===== config.mk =====
export PLATFORM = sky130hd
export DESIGN_NAME = grp_front
export DESIGN_NICKNAME = d
export VERILOG_FILES = /design/src/rtl/core/grp_pkg.sv /design/src/rtl/core/grp_fifo.sv /design/src/rtl/core/grp_front.sv
export SDC_FILE = /design/constraint.sdc
export NUM_CORES = 1
export LEC_CHECK = 0
export BUFFER_PORTS_ARGS = -buffer_cell sky130_fd_sc_hd__buf_2
export CAP_MARGIN = 20
export CORE_MARGIN = 2
export CORE_UTILIZATION = 46
export DETAILED_ROUTE_END_ITERATION = 6
export GPL_TIMING_DRIVEN = 0
export PLACE_DENSITY = 0.76
export SYNTH_ARGS = -nofsm -noshare
export SYNTH_HDL_FRONTEND = slang
export SYNTH_SLANG_ARGS = --single-unit

===== constraint.sdc =====
create_clock -name clk -period 2.2 [get_ports clk]
set_input_delay 0.11 -clock clk [delete_from_list [all_inputs] [get_ports clk]]
set_output_delay 0.11 -clock clk [all_outputs]
set_load 0.02 [all_outputs]

===== src/rtl/core/grp_pkg.sv =====
// shared types and codes for the guillotine rectangle packer
package grp_pkg;

  // bit width of the incoming rectangle's width and height
  localparam int unsigned RectBits = 14;
  // width of every result coordinate
  localparam int unsigned OutBits  = 16;

  // classified operation of one input word
  typedef enum logic [0:0] {
    OP_PLACE = 1'b0,
    OP_CLEAR = 1'b1
  } op_t;

  // classified command between front and back
  typedef struct packed {
    op_t                 op;
    logic [RectBits-1:0] w;
    logic [RectBits-1:0] h;
  } cmd_t;

  // one result word
  typedef struct packed {
    logic [OutBits-1:0] u_start;
    logic [OutBits-1:0] u_end;
    logic [OutBits-1:0] v_start;
    logic [OutBits-1:0] v_end;
    logic [OutBits-1:0] atlas_width_now;
    logic [OutBits-1:0] atlas_height_now;
    logic               from_free_region;
    logic               region_dropped;
    logic               size_overflow;
  } res_t;

endpackage


===== src/rtl/core/grp_fifo.sv =====
// small synchronous word queue
module grp_fifo #(
  parameter int unsigned WIDTH = 8,
  parameter int unsigned DEPTH = 2
) (
  input  logic             clk,
  input  logic             rst_n,
  input  logic             wr_en,
  input  logic [WIDTH-1:0] wr_data,
  output logic             full,
  input  logic             rd_en,
  output logic [WIDTH-1:0] rd_data,
  output logic             empty
);

  localparam int unsigned AW = (DEPTH > 1) ? $clog2(DEPTH) : 1;
  localparam int unsigned CW = $clog2(DEPTH + 1);
  localparam logic [AW-1:0] LastPtr = AW'(DEPTH - 1);
  localparam logic [CW-1:0] DepthCnt = CW'(DEPTH);

  logic [WIDTH-1:0] mem_r [DEPTH];
  logic [AW-1:0]    wr_ptr_r, wr_ptr_nxt;
  logic [AW-1:0]    rd_ptr_r, rd_ptr_nxt;
  logic [CW-1:0]    cnt_r, cnt_nxt;
  logic             do_wr, do_rd;

  assign full    = (cnt_r == DepthCnt);
  assign empty   = (cnt_r == '0);
  assign do_wr   = wr_en && !full;
  assign do_rd   = rd_en && !empty;
  assign rd_data = mem_r[rd_ptr_r];

  // pointer and fill count
  always_comb begin
    wr_ptr_nxt = wr_ptr_r;
    rd_ptr_nxt = rd_ptr_r;
    cnt_nxt    = cnt_r;
    if (do_wr) begin
      wr_ptr_nxt = (wr_ptr_r == LastPtr) ? '0 : wr_ptr_r + AW'(1);
    end
    if (do_rd) begin
      rd_ptr_nxt = (rd_ptr_r == LastPtr) ? '0 : rd_ptr_r + AW'(1);
    end
    if (do_wr && !do_rd) begin
      cnt_nxt = cnt_r + CW'(1);
    end else if (do_rd && !do_wr) begin
      cnt_nxt = cnt_r - CW'(1);
    end
  end

  always_ff @(posedge clk) begin
    if (!rst_n) begin
      wr_ptr_r <= '0;
      rd_ptr_r <= '0;
      cnt_r    <= '0;
    end else begin
      wr_ptr_r <= wr_ptr_nxt;
      rd_ptr_r <= rd_ptr_nxt;
      cnt_r    <= cnt_nxt;
    end
  end

  // storage
  always_ff @(posedge clk) begin
    if (do_wr) begin
      mem_r[wr_ptr_r] <= wr_data;
    end
  end

endmodule


===== src/rtl/core/grp_front.sv =====
// front end: takes input words, classifies them and queues commands
module grp_front (
  input  logic                               clk,
  input  logic                               rst_n,
  input  logic                               push,
  output logic                               full,
  input  logic                               in_mode,
  input  logic [grp_pkg::RectBits-1:0]       in_rect_width,
  input  logic [grp_pkg::RectBits-1:0]       in_rect_height,
  output logic                               cmd_valid,
  input  logic                               cmd_pop,
  output grp_pkg::cmd_t                      cmd
);

  grp_pkg::cmd_t                    cmd_in;
  logic [$bits(grp_pkg::cmd_t)-1:0] cmd_raw;
  logic                             cmd_empty;

  // classify the word
  always_comb begin
    cmd_in.op = in_mode ? grp_pkg::OP_CLEAR : grp_pkg::OP_PLACE;
    cmd_in.w  = in_rect_width;
    cmd_in.h  = in_rect_height;
  end

  grp_fifo #(
    .WIDTH($bits(grp_pkg::cmd_t)),
    .DEPTH(2)
  ) u_cmd_q (
    .clk    (clk),
    .rst_n  (rst_n),
    .wr_en  (push),
    .wr_data(cmd_in),
    .full   (full),
    .rd_en  (cmd_pop),
    .rd_data(cmd_raw),
    .empty  (cmd_empty)
  );

  assign cmd_valid = !cmd_empty;
  assign cmd       = grp_pkg::cmd_t'(cmd_raw);

endmodule


==> results by group <==
Die
  – Area of the die: 0.00564 sq mm
  – Core Region: 0.00479 sq mm
  – Row count: 25
  – Chip width: 75.1 um
  – Die Y: 75.1 um
  – Io pins: 64
  – Initial core utilization: 0.486

Routing
  – Drt pass-1 iters: 4
  – Total wire length: 4260 um
  – Vias/cell: 4.63
  – Routed Antenna Nets: 0
  – Remaining DRCs: 0
  – Vias: 1351
  – Wire length per cell: 14.6 um
  – Initial drt markers: 82

STA
  – Fmax: 541 MHz
  – Least-Margin Pin Slew: 0.834 ns
  – Max Transition Viols Final: 0
  – RSZ-0062 raised after global routing: no
  – Final Hold Vio Count: 0
  – Max-slew headroom: 0.442
  – TNS Setup: 0 ns
  – Minimum clock period: 1.85 ns
  – Final WS setup: 0.352 ns
  – Final Skew: 0.00466 ns
  – Count of final setup violators: 0
  – Tcrit/Tclk final: 0.840

Placement
  – Port Buf Inserts: 63
  – Pre-CTS setup slack: 0.348 ns
  – GPL Wtd Cong: 0.670
  – Final HPWL from detailed placement: 2740 um

Clocking
  – CTS clk-pin slew, worst paths: 0.07 ns
  – H-tree Lvls: 3
  – CTS tree: built
  – Clock buffer depth: 2
  – Sink Count: 63
  – Clk root buf: clkbuf_8
  – Clock latency on the worst-skew pair: 0.34 ns
  – Num CTS Buffers: 9

Cells and area
  – Synth-to-Final Area Change: 41.4%
  – Share of cells above drive strength 1: 0.516
  – Antenna diodes: 0
  – Final #Nets: 254
  – Final Core Density: 0.687

Setup path
  – Element type at the critical path end: flop
  – Worst path required time: 2.25 ns
  – Crit Path Max Fanout: 16
  – Crit Path Class: flop to flop
  – Worst Path Arrival: 1.90 ns
  – Startpoint types: flop

GRT
  – Global-route wire length before repair: 6350 um
  – Vias in the first global route: 1419
  – Initial antenna violation count: 0
  – Gr usage total: 0.163
  – Largest net degree at the start of global routing: 17
  – Total gr overflow: 0

Yosys
  – Synth unique cells: 22
  – Avg Inst Size Synth: 20.2 sq um
  – Sequential share of the synthesized area: 0.792
  – Prevailing post-synth register cell: edfxtp_1
  – Seq cells post-synth: 63
  – Number of synthesized flops with an enable pin: 58
  – Synthesis warning total: 0
  – Async SR Flop Fraction: 0
  – Syn Nets: 149
  – Post-Synthesis Cell Area: 0.00232 sq mm
  – Synth Instances: 115

Run
  – Max-cap viol count: 0

Min path
  – Hold WC Path Type: input port to flop

Power and ir drop
  – Leakage power: 1.27 nW
  – Power Density: 1140 mW/mm^2
  – Worst VDD drop: 0.861 mV

Run status
  – Outcome: complete, no violations
## cell families (layout without fill, tap and decap cells)
kind of cell,count (synthesis),after routing,synth area share
buffers and inverters,5,115,0.0118
adders and majority gates,1,1,0.00538
xor gates and xnor gates,3,3,0.0113
and+or+nand+nor,9,9,0.0248
AOI/OAI and AO/OA,5,5,0.0140
DFF,63,63,0.792
muxes,29,29,0.140
## cells in the mapped netlist (all sizes together), types with 2 or more instances
| cell type | number | area [sq um] |
|---|---|---|
| mux2 | 29 | 327 |
| edfxtp | 58 | 1740 |
| buf | 3 | 20.0 |
| and2 | 3 | 18.8 |
| dfxtp | 5 | 100 |
| o21ai | 2 | 10.0 |
| xnor2 | 2 | 17.5 |
| inv | 2 | 7.50 |
| a21boi | 2 | 15.0 |
## state kept, by name, indices dropped and copies added, names as in the netlist, named ones only
| register | flops |
|---|---|
| u_cmd_q.wr_ptr_r | 1 |
| u_cmd_q.mem_r | 58 |
| u_cmd_q.rd_ptr_r | 1 |
| u_cmd_q.cnt_r | 2 |
## layout by cell type, fill, tap and decap left out, types with 2 or more instances in the layout
master and instances:
buf_2 64, xnor2_1 2, and2_1 3, edfxtp_1 58, dfxtp_1 5, clkinv_2 4
buf_4 2, dlygate4sd3_1 29, bufinv_16 2, buf_16 2, clkbuf_8 9, mux2_2 29
## repair_timing
item,CTS,global route
resized for setup,0,0
hold buffers,29,0
endpoints found under the hold margin,58,0
endpoints found under the setup margin,0,0
setup buffers,0,0
## metal layers
metal  wire length, um  GRT usage  vias up
met4               102      0.101        0
met1              1670      0.162      642
met5                 0          0        -
met3               214     0.0495        8
li1                  -          -      652
met2              2280      0.295       49
## critical path, cell delays in order, from the launching register on
cell,delay [ns]
dfxtp_1,0.41
nand2b_1,0.19
inv_2,0.08
nor3_4,0.64
buf_16,0.23
## path summary, 6_finish.rpt
check	startpoint	to	slack [ns]	cells after the start
worst max-delay path	u_cmd_q.cnt_r[0]	u_cmd_q.mem_r[0][4]	0.35	4
worst min-delay path	rst_n	u_cmd_q.cnt_r[0]	0.03	2
worst max register to register	u_cmd_q.cnt_r[0]	u_cmd_q.mem_r[0][4]	0.35	4
worst min register to register	u_cmd_q.cnt_r[1]	u_cmd_q.cnt_r[1]	0.56	2
## metrics by stage
stage	instance area, sq um	cells	hold WS, ns	total power, mW
floorplan	2330	115	0.209	2.31
global placement	2730	245	0.299	2.58
detailed placement	2790	247	0.303	2.67
CTS	3290	292	0.0218	3.78
global route	3290	292	0.0469	3.91
finish	3290	292	0.0310	3.74
## power breakdown
part	internal (mW)	switching [mW]
registers	1.51	0.0581
clock network	0.629	0.432
logic	0.497	0.612
total	2.64	1.10
## cell type report
class	count	area, sq um
well taps	67	83.8
multi-input cells	47	462
fillers	335	1500
repair buffers	94	661
clock inverters	7	87.6
flip-flops and latches	63	1840
plain buffers	3	20.0
clock buffers	9	124
inverters	2	7.51
Power figures use the tool's default switching activity.
