==> src/rtl/core/grp_fifo.sv <==
// small synchronous word queue
module grp_fifo #(
  parameter int unsigned WIDTH = 8,
  parameter int unsigned DEPTH = 2
) (
  input  logic             clk,
  input  logic             rst_n,
  input  logic             wr_en,
  input  logic [WIDTH-1:0] wr_data,
  output logic             full,
  input  logic             rd_en,
  output logic [WIDTH-1:0] rd_data,
  output logic             empty
);

  localparam int unsigned AW = (DEPTH > 1) ? $clog2(DEPTH) : 1;
  localparam int unsigned CW = $clog2(DEPTH + 1);
  localparam logic [AW-1:0] LastPtr = AW'(DEPTH - 1);
  localparam logic [CW-1:0] DepthCnt = CW'(DEPTH);

  logic [WIDTH-1:0] mem_r [DEPTH];
  logic [AW-1:0]    wr_ptr_r, wr_ptr_nxt;
  logic [AW-1:0]    rd_ptr_r, rd_ptr_nxt;
  logic [CW-1:0]    cnt_r, cnt_nxt;
  logic             do_wr, do_rd;

  assign full    = (cnt_r == DepthCnt);
  assign empty   = (cnt_r == '0);
  assign do_wr   = wr_en && !full;
  assign do_rd   = rd_en && !empty;
  assign rd_data = mem_r[rd_ptr_r];

  // pointer and fill count
  always_comb begin
    wr_ptr_nxt = wr_ptr_r;
    rd_ptr_nxt = rd_ptr_r;
    cnt_nxt    = cnt_r;
    if (do_wr) begin
      wr_ptr_nxt = (wr_ptr_r == LastPtr) ? '0 : wr_ptr_r + AW'(1);
    end
    if (do_rd) begin
      rd_ptr_nxt = (rd_ptr_r == LastPtr) ? '0 : rd_ptr_r + AW'(1);
    end
    if (do_wr && !do_rd) begin
      cnt_nxt = cnt_r + CW'(1);
    end else if (do_rd && !do_wr) begin
      cnt_nxt = cnt_r - CW'(1);
    end
  end

  always_ff @(posedge clk) begin
    if (!rst_n) begin
      wr_ptr_r <= '0;
      rd_ptr_r <= '0;
      cnt_r    <= '0;
    end else begin
      wr_ptr_r <= wr_ptr_nxt;
      rd_ptr_r <= rd_ptr_nxt;
      cnt_r    <= cnt_nxt;
    end
  end

  // storage
  always_ff @(posedge clk) begin
    if (do_wr) begin
      mem_r[wr_ptr_r] <= wr_data;
    end
  end

endmodule

==> config.mk <==
export PLATFORM = sky130hd
export DESIGN_NAME = grp_fifo
export DESIGN_NICKNAME = d
export VERILOG_FILES = /design/src/rtl/core/grp_fifo.sv
export SDC_FILE = /design/constraint.sdc
export NUM_CORES = 1
export LEC_CHECK = 0
export BUFFER_PORTS_ARGS = -buffer_cell sky130_fd_sc_hd__buf_2
export CAP_MARGIN = 20
export CORE_UTILIZATION = 49
export DETAILED_ROUTE_END_ITERATION = 16
export PLACE_DENSITY_LB_ADDON = 0.15
export RECOVER_POWER = 25
export SETUP_SLACK_MARGIN = 0.1
export SLEW_MARGIN = 20
export SYNTH_ARGS = -nofsm -noshare
export SYNTH_HDL_FRONTEND = slang
export SYNTH_SLANG_ARGS = --single-unit
==> constraint.sdc <==
create_clock -name clk -period 2.2 [get_ports clk]
set_clock_uncertainty 0.15 [all_clocks]
set_input_delay 0.22 -clock clk [delete_from_list [all_inputs] [get_ports clk]]
set_output_delay 0.22 -clock clk [all_outputs]
set_load 0.03 [all_outputs]
==> flow_metrics.env, run 1 <==
export IMPL_r2r_start="cnt_r[0]"
export IMPL_clk_path_buf_depth=2
export IMPL_gp_congestion=0.692
export IMPL_htree_levels=1
export IMPL_nets=97
export IMPL_finalHoldViolCount=0
export IMPL_clkSinkCount=21
export IMPL_totalWireLength_um=1130
export IMPL_ios=22
export IMPL_crit_type="flop to output port"
export IMPL_synth_top_area_share_pct=59.4
export IMPL_grt_max_degree=13
export IMPL_numCtsBuffers=3
export IMPL_p_per_area_nw_per_um2=1130
export IMPL_fillCellCount=113
export IMPL_path_clk_slew_ns=0.11
export IMPL_post_drt_wl_per_cell_um=11.4
export IMPL_fin_cells=99
export IMPL_postCtsHoldBufs=8
export IMPL_synth_area_leaders="edfxtp_1, dfxtp_1, mux2_2, and2_1, xnor2_1"
export IMPL_tns_ns=0
export IMPL_finalSetupViolCount=0
export IMPL_syn_avg_cell_area_um2=16.2
export IMPL_slowest_delay_ns=0.55
export IMPL_clock_latency_ns=0.29
export IMPL_hold_path_class="input pin to flop"
export IMPL_reg2reg_slack_ns=0.49
export IMPL_die_height_um=42.6
export IMPL_leakage_nw=0.412
export IMPL_reg2reg_depth=6
export IMPL_cp_top_family="flip-flops"
export IMPL_seq_area_frac_synth_pct=71.7
export IMPL_pre_cts_slack_ns=0.510
export IMPL_vias_per_cell=4.71
export IMPL_dp_hpwl_um=758
export IMPL_start_util_pct=53.1
export IMPL_slew_headroom_pct=73.8
export IMPL_post_cts_buffers=0
export IMPL_core_area_um2=1520
export IMPL_fp_dieArea_um2=1820
export IMPL_total_power_w=0.00118
export IMPL_postPlaceCellArea_um2=937
export IMPL_critPathLaunchType="flop"
export IMPL_cp_slowest_cell="dfxtp_1"
export IMPL_maxSlewViolCount=0
export IMPL_track_usage_pct=14.7
export IMPL_crit_buf_inv=1
export IMPL_crit_cells=2
export IMPL_setup_slack_ns=0.420
export IMPL_grt_pass1_wl_um=1970
export IMPL_antenna_found_initial=0
export IMPL_grt_ovfl_total=0
export IMPL_stdcell_area_um2=1040
export IMPL_worstPathRequired_ns=1.83
export IMPL_grt_setup_unrepaired="false"
export IMPL_period_share_pct=80.9
export IMPL_postCtsResizedCells=0
export IMPL_drtIter0Drc=5
export IMPL_status="complete, no violations"
export IMPL_ir_drop_mv=0.675
export IMPL_cts_root_buf="clkbuf_4"
export IMPL_fmax_mhz=562
export IMPL_synthCells=50
export IMPL_num_vias=466
export IMPL_fin_crit_ns=1.78
export IMPL_diodes=0
export IMPL_area_growth_pct=28.6
export IMPL_rows=14
export IMPL_grt_pass1_vias=483
export IMPL_tritoncts="yes"
export IMPL_dpl_cell_count=87
export IMPL_syn_nets=63
export IMPL_ys_types=20
export IMPL_worstPathArrival_ns=1.41
export IMPL_worst_pin_slew_ns=0.391
export IMPL_yosysTopAreaCell="edfxtp_1"
export IMPL_crit_path_end="rd_data[4]"
export IMPL_cap_violations=0
export IMPL_cp_end_kind="output port"
export IMPL_final_antenna_net_count=0
export IMPL_die_width_um=42.6
export IMPL_io_buffer_count=21
export IMPL_r2r_end="cnt_r[1]"
export IMPL_ys_ff_latch=21
export IMPL_yosysWarningCount=0
export IMPL_path_max_fanout=8
export IMPL_drive_gt1_share_pct=39.8
export IMPL_drc=0
export IMPL_synth_area_um2=810
export IMPL_path_cells="mux2_2, buf_2"
export IMPL_min_path_cells=2
export IMPL_drt_pass1_iterations=2
## sequential cells by signal, indices dropped and copies added (netlist names), named ones only
signal,count
rd_ptr_r,1
wr_ptr_r,1
cnt_r,2
mem_r,16
## power breakdown
| part | switching (W) | internal, W | total, W |
|---|---|---|---|
| Clock | 0.000106 | 0.0000676 | 0.000173 |
| Sequential | 0.0000539 | 0.000506 | 0.000560 |
| Combinational | 0.000259 | 0.000187 | 0.000446 |
| Total | 0.000419 | 0.000760 | 0.00118 |
## how the worst min path moves through the flow
stage                     from  slack [ns]     endpoint
floorplan           wr_data[0]        0.17  mem_r[0][0]
finish                   rst_n        0.03     wr_ptr_r
detailed placement  wr_data[3]        0.26  mem_r[0][3]
global route             rst_n        0.02     wr_ptr_r
CTS                      rst_n        0.02     wr_ptr_r
global placement    wr_data[4]        0.26  mem_r[0][4]
## through the flow
step,hold WS (ns),util (%)
final,0.0343,68.3
after global routing,0.0207,68.3
after CTS,0.0183,68.6
after detailed placement,0.261,61.5
after global placement,0.259,61.5
after floorplan,0.169,-
## layout make-up
cell class	count	area (um^2)	share of cell area [%]
clock inverter	1	5.00	0.481
timing repair buffer	30	189	18.1
multi-input combinational	26	216	20.8
inverter	2	7.51	0.721
tap	16	20.0	1.92
clock buffer	3	22.5	2.16
sequential	21	581	55.8
## cells in the mapped netlist
library cell / count
edfxtp_1: 16
mux2_2: 8
dfxtp_1: 5
and2_1: 3
nor2_1: 2
xnor2_1: 2
a21boi_0: 1
a21boi_1: 1
and3_1: 1
buf_2: 1
ha_1: 1
inv_1: 1
inv_2: 1
nand2b_1: 1
nor3_2: 1
o21a_1: 1
o21ai_0: 1
o21ai_1: 1
or3_1: 1
xor2_1: 1
## cells by family (layout without fill, tap and decap cells)
group,Yosys count,after routing,synth area share (%)
simple gates,9,9,6.80
xor+xnor,3,3,3.25
compound gates,5,5,4.02
flops,21,21,71.7
fa+ha+maj,1,1,1.55
buf+inv,3,36,1.54
mux,8,8,11.1
## cell usage in the layout (no fill, tap or decap)
master	instances
clkbuf_1	3
a21boi_0	1
a21boi_1	1
xor2_1	1
edfxtp_1	16
buf_4	1
o21ai_0	1
xnor2_1	2
o21ai_1	1
clkinv_2	1
dfxtp_1	5
nor3_2	1
and3_1	1
clkbuf_4	3
nand2b_1	1
and2_1	3
inv_2	1
nor2_1	2
or3_1	1
buf_2	18
inv_1	1
dlygate4sd3_1	8
mux2_2	8
ha_1	1
o21a_1	1
## routing by layer
| metal | wire (um) | global-route usage, % |
|---|---|---|
| met3 | 37 | 2.59 |
| met2 | 535 | 24.2 |
| met4 | 0 | 5.63 |
| met5 | 0 | 0 |
| met1 | 555 | 19.1 |
Note: power is estimated with default switching activity, not from simulation.
==> run 2: changes to the inputs <==
Settings changed: ABC_AREA set to 1.
Clock period 2.2 ns to 1.8 ns, I/O delays scaled along.
==> run 2 against run 1 <==
  * Global-route usage grew 1.6 points
  * Synthesized area grew 1.7%
  * Clock power increased by 24%
  * Cell area up 5.6%
  * Combinational power grew 25%
  * Cell count grew 18%
  * Flip-flop and latch count did not move
  * Highest routed layer is now met4
==> flow_metrics.env, run 2 <==
export IMPL_status="complete, no violations"
export IMPL_ir_drop_mv=0.769
export IMPL_totalWireLength_um=1280
export IMPL_largest_reg_flops=16
export IMPL_numCtsBuffers=3
export IMPL_yosysTopAreaCell="edfxtp_1"
export IMPL_crit_type="flop to output port"
export IMPL_finalSetupViolCount=0
export IMPL_largest_register="mem_r"
export IMPL_stdcell_area_um2=1100
export IMPL_path_clk_slew_ns=0.11
export IMPL_drive_gt1_share_pct=40.6
export IMPL_ys_ff_latch=21
export IMPL_leakage_nw=0.468
export IMPL_finalHoldViolCount=0
export IMPL_core_area_um2=1540
export IMPL_postPlaceCellArea_um2=968
export IMPL_fillCellCount=114
export IMPL_nets=115
export IMPL_cts_root_buf="clkbuf_4"
export IMPL_seq_area_frac_synth_pct=70.5
export IMPL_dpl_cell_count=102
export IMPL_cp_end_kind="output port"
export IMPL_crit_buf_inv=1
export IMPL_path_cells="mux2_2, buf_2"
export IMPL_fp_dieArea_um2=1850
export IMPL_maxSlewViolCount=0
export IMPL_grt_pass1_wl_um=2090
export IMPL_path_max_fanout=8
export IMPL_slowest_delay_ns=0.45
export IMPL_tritoncts="yes"
export IMPL_htree_levels=1
export IMPL_async_flop_share_pct=0
export IMPL_pre_cts_slack_ns=0.263
export IMPL_clock_latency_ns=0.29
export IMPL_syn_nets=76
export IMPL_critPathLaunchType="flop"
export IMPL_drc=0
export IMPL_area_growth_pct=33.6
export IMPL_gp_congestion=0.762
export IMPL_drt_pass1_iterations=4
export IMPL_grt_pass1_vias=567
export IMPL_ys_types=15
export IMPL_clk_path_buf_depth=2
export IMPL_ios=22
export IMPL_cp_top_family="flip-flops"
export IMPL_clkSinkCount=21
export IMPL_post_drt_wl_per_cell_um=10.9
export IMPL_track_usage_pct=16.3
export IMPL_synthCells=63
export IMPL_die_width_um=43.0
export IMPL_final_common_cell="buf_2"
export IMPL_diodes=0
export IMPL_rows=14
export IMPL_synthTopCellsByCount="edfxtp_1, nor2_1, inv_1, mux2_2, nand2_1"
export IMPL_fin_crit_ns=1.61
export IMPL_most_common_layout_cells="buf_2, edfxtp_1, nor2_1, dlygate4sd3_1"
export IMPL_antenna_found_initial=0
export IMPL_worstPathArrival_ns=1.28
export IMPL_drtIter0Drc=17
export IMPL_fin_cells=117
export IMPL_grt_setup_unrepaired="false"
export IMPL_slew_headroom_pct=85.3
export IMPL_start_util_pct=53.4
export IMPL_final_antenna_net_count=0
export IMPL_vias_per_cell=4.82
export IMPL_dp_hpwl_um=854
export IMPL_synth_edff_count=16
export IMPL_synth_area_leaders="edfxtp_1, dfxtp_1, mux2_2, nor2_1, inv_1"
export IMPL_worstPathRequired_ns=1.47
export IMPL_synth_area_um2=823
export IMPL_worst_pin_slew_ns=0.221
export IMPL_cap_violations=0
export IMPL_fmax_mhz=620
export IMPL_die_height_um=43.0
export IMPL_hold_path_class="input pin to flop"
export IMPL_tns_ns=0
export IMPL_period_share_pct=89.6
export IMPL_reg_top3="mem_r x16, cnt_r x2"
export IMPL_syn_avg_cell_area_um2=13.1
export IMPL_cp_slowest_cell="dfxtp_2"
export IMPL_grt_ovfl_total=0
export IMPL_setup_slack_ns=0.186
export IMPL_p_per_area_nw_per_um2=1320
export IMPL_io_buffer_count=21
export IMPL_synth_top_area_share_pct=58.4
export IMPL_grt_max_degree=12
export IMPL_num_vias=564
export IMPL_ys_flop_type="edfxtp_1"
export IMPL_yosysWarningCount=0
export IMPL_yosysMostFrequentCell="edfxtp_1"
-- run 2: changes by cell type after synthesis, sizes merged, moves of 2 or more --
cell,previous run,this run
xnor2,2,0
and2,3,0
inv,2,9
nand2,0,6
nor2,2,11
a21boi,2,0
-- run 2: final timing paths --
| path | from | endpoint | slack [ns] | cells after the start |
|---|---|---|---|---|
| setup reg to reg | cnt_r[1] | cnt_r[1] | 0.25 | 9 |
| setup / recovery | flop | rd_data[4] | 0.19 | 2 |
| hold / removal | wr_en | wr_ptr_r | 0.10 | 5 |
| hold reg to reg | wr_ptr_r | wr_ptr_r | 0.36 | 2 |
-- run 2: what timing repair did --
item,CTS,global route
pin swaps,0,1
setup endpoints to repair,8,1
gates resized for setup,1,0
hold buffers,9,0
hold endpoints to repair,17,0
setup buffers,0,2
-- run 2: final cells by class --
class	count	area, um^2	share of cell area [%]
sequential	21	582	52.9
timing repair buffer	35	231	21.0
multi-input combinational	32	206	18.8
inverter	9	33.8	3.07
clock buffer	4	26.3	2.39
tap	16	20.0	1.82
-- run 2: power by group --
group	leakage [nW]	total, W	internal (W)	switching, W
sequential	0.191	0.000680	0.000620	0.0000605
clock	0.0150	0.000214	0.0000862	0.000128
combinational	0.262	0.000559	0.000220	0.000339
total	0.468	0.00145	0.000926	0.000527
-- run 2: stage by stage --
step	total power (W)	util (%)	hold WS, ns
final	0.00145	71.3	0.101
after detailed placement	0.00122	62.8	0.221
after global routing	0.00154	71.3	0.165
after CTS	0.00145	70.5	0.106
after global placement	0.00121	62.8	0.217
after floorplan	0.00108	-	0.129
-- run 2: layer usage --
layer / track usage (%) / routed length [um] / up-vias
met2: 29.1 / 686 / 17
met4: 9.09 / 18 / 0
li1: - / - / 290
met3: 5.53 / 62 / 2
met5: 0 / 0 / -
met1: 16.2 / 510 / 255
-- run 2: cell families after synthesis --
logic type      Yosys count  synth area share (%)
flops                    21                  70.5
simple gates             19                  9.42
buf+inv                  10                  4.71
mux                       8                  10.9
compound gates            4                  2.89
fa+ha+maj                 1                  1.52
-- run 2: worst min-delay path, delay by kind of cell --
| kind | cells | cell delay (ns) |
|---|---|---|
| compound gates | 1 | 0.06 |
| simple gates | 2 | 0.12 |
| buf+inv | 2 | 0.15 |
==> run 3: changes to the inputs <==
--- a/config.mk
+++ b/config.mk
@@ -7,3 +7,2 @@
 export LEC_CHECK = 0
-export ABC_AREA = 1
 export BUFFER_PORTS_ARGS = -buffer_cell sky130_fd_sc_hd__buf_2
==> constraint.sdc (replaced) <==
create_clock -name clk -period 1.8 [get_ports clk]
set_clock_uncertainty 0.15 [all_clocks]
set_input_delay 0 -clock clk [delete_from_list [all_inputs] [get_ports clk]]
set_output_delay 0 -clock clk [all_outputs]
set_load 0.03 [all_outputs]
==> run 3 against run 2 <==
  * First-iteration DRC count down 82%
  * Core utilization about the same
  * Register-to-register slack worse by 0.07 ns
  * Wire length up 4.5%
  * Clock power about the same
  * Sequential share of layout area up 0.95 points
  * Via count down 10%
  * Combinational power up 7.0%
==> flow_metrics.env, run 3 (synthesis results as in run 1) <==
export IMPL_finalSetupViolCount=0
export IMPL_dp_hpwl_um=851
export IMPL_reg_top3="mem_r x16, cnt_r x2"
export IMPL_ir_drop_mv=0.867
export IMPL_fmax_mhz=617
export IMPL_tns_ns=0
export IMPL_fin_crit_ns=1.62
export IMPL_diodes=0
export IMPL_worst_pin_slew_ns=0.388
export IMPL_antenna_found_initial=0
export IMPL_track_usage_pct=16.3
export IMPL_grt_ovfl_total=0
export IMPL_reg2reg_slack_ns=0.18
export IMPL_hold_path_class="input pin to flop"
export IMPL_r2r_start="cnt_r[0]"
export IMPL_rows=14
export IMPL_p_per_area_nw_per_um2=1380
export IMPL_start_util_pct=53.1
export IMPL_clock_latency_ns=0.30
export IMPL_seq_area_um2=586
export IMPL_fp_dieArea_um2=1820
export IMPL_ios=22
export IMPL_most_common_layout_cells="buf_2, edfxtp_1, dlygate4sd3_1"
export IMPL_multi_input_area_um2=224
export IMPL_totalWireLength_um=1330
export IMPL_reg2reg_depth=6
export IMPL_grt_setup_unrepaired="false"
export IMPL_area_growth_pct=34.3
export IMPL_numCtsBuffers=3
export IMPL_io_buffer_count=21
export IMPL_cts_root_buf="clkbuf_4"
export IMPL_nets=101
export IMPL_leakage_nw=0.432
export IMPL_vias_per_cell=4.91
export IMPL_crit_type="flop to flop"
export IMPL_final_common_cell="buf_2"
export IMPL_path_clk_slew_ns=0.11
export IMPL_min_path_cells=4
export IMPL_path_max_fanout=4
export IMPL_fillCellCount=104
export IMPL_hp_start="rd_en"
export IMPL_status="complete, no violations"
export IMPL_largest_reg_flops=16
export IMPL_drtIter0Drc=3
export IMPL_post_drt_wl_per_cell_um=13.0
export IMPL_period_share_pct=90.1
export IMPL_r2r_end="cnt_r[1]"
export IMPL_clk_path_buf_depth=2
export IMPL_largest_register="mem_r"
export IMPL_worstPathArrival_ns=1.71
export IMPL_grt_pass1_vias=462
export IMPL_final_antenna_net_count=0
export IMPL_die_width_um=42.6
export IMPL_drc=0
export IMPL_finalHoldViolCount=0
export IMPL_cp_end_kind="flop"
export IMPL_grt_pass1_wl_um=2080
export IMPL_worstPathRequired_ns=1.88
export IMPL_tritoncts="yes"
export IMPL_die_height_um=42.6
export IMPL_drive_gt1_share_pct=42.5
export IMPL_htree_levels=1
export IMPL_core_area_um2=1520
export IMPL_num_vias=506
export IMPL_cap_violations=0
export IMPL_grt_max_degree=13
export IMPL_maxSlewViolCount=0
export IMPL_clkSinkCount=21
export IMPL_critPathLaunchType="flop"
export IMPL_drt_pass1_iterations=4
export IMPL_hold_slack_ns=0.0264
export IMPL_slew_headroom_pct=74.1
export IMPL_gp_congestion=0.697
## run 3: cell types whose count changed in the layout (fill, tap and decap cells not counted), sizes merged, moves of 2 or more
cell and change:
clkbuf +2, nand2 -6, and2 +3, inv -7, nor2 -9, xnor2 +2, a21boi +2, buf -5
## run 3: worst max path at each step
| stage | from | to | cells past startpoint |
|---|---|---|---|
| floorplan | cnt_r[0] | cnt_r[1] | 6 |
| global placement | cnt_r[0] | cnt_r[1] | 6 |
| detailed placement | cnt_r[0] | cnt_r[1] | 6 |
| CTS | cnt_r[1] | cnt_r[1] | 4 |
| global route | cnt_r[0] | cnt_r[1] | 6 |
| finish | cnt_r[0] | cnt_r[1] | 6 |
## run 3: routing by layer
metal,share of wire (%),up-vias,track usage (%)
met5,0,-,0
met4,1.7,0,7.50
met3,2.5,5,5.17
met2,54,13,28.2
met1,42,233,17.9
li1,-,255,-
## run 3: critical path, cell delays in order, from the launching register on
cell and delay (ns):
dfxtp_4 0.37, nand2b_4 0.14, inv_2 0.06, nor2_1 0.04
ha_1 0.30, or3_1 0.35, a21boi_1 0.14
## run 3: cell type report
cell class / instances / share of cell area, %
clock buffer: 3 / 2.07
clock inverter: 1 / 0.460
inverter: 2 / 0.690
multi-input combinational: 26 / 20.6
sequential: 21 / 53.9
tap: 16 / 1.84
timing repair buffer: 34 / 20.5
## run 3: power breakdown
group,switching [W],internal [W]
clock,0.000134,0.0000827
sequential,0.0000639,0.000626
combinational,0.000335,0.000262
## run 3: per-stage QoR
step	power, W	util [%]	instance area, um^2	cells	worst slack [ns]
after detailed placement	0.00125	62.0	945	87	0.119
final	0.00150	71.3	1090	103	0.179
after CTS	0.00149	70.4	1070	101	0.154
after global routing	0.00160	71.3	1090	103	0.104
after global placement	0.00124	62.0	945	87	0.168
after floorplan	0.00111	-	817	50	0.130
## run 3: repair_timing
action | in CTS | in global routing
buffers inserted | 0 | 2
hold endpoints to repair | 21 | 0
resized for setup | 1 | 2
setup endpoints to repair | 1 | 1
hold buffers | 10 | 0
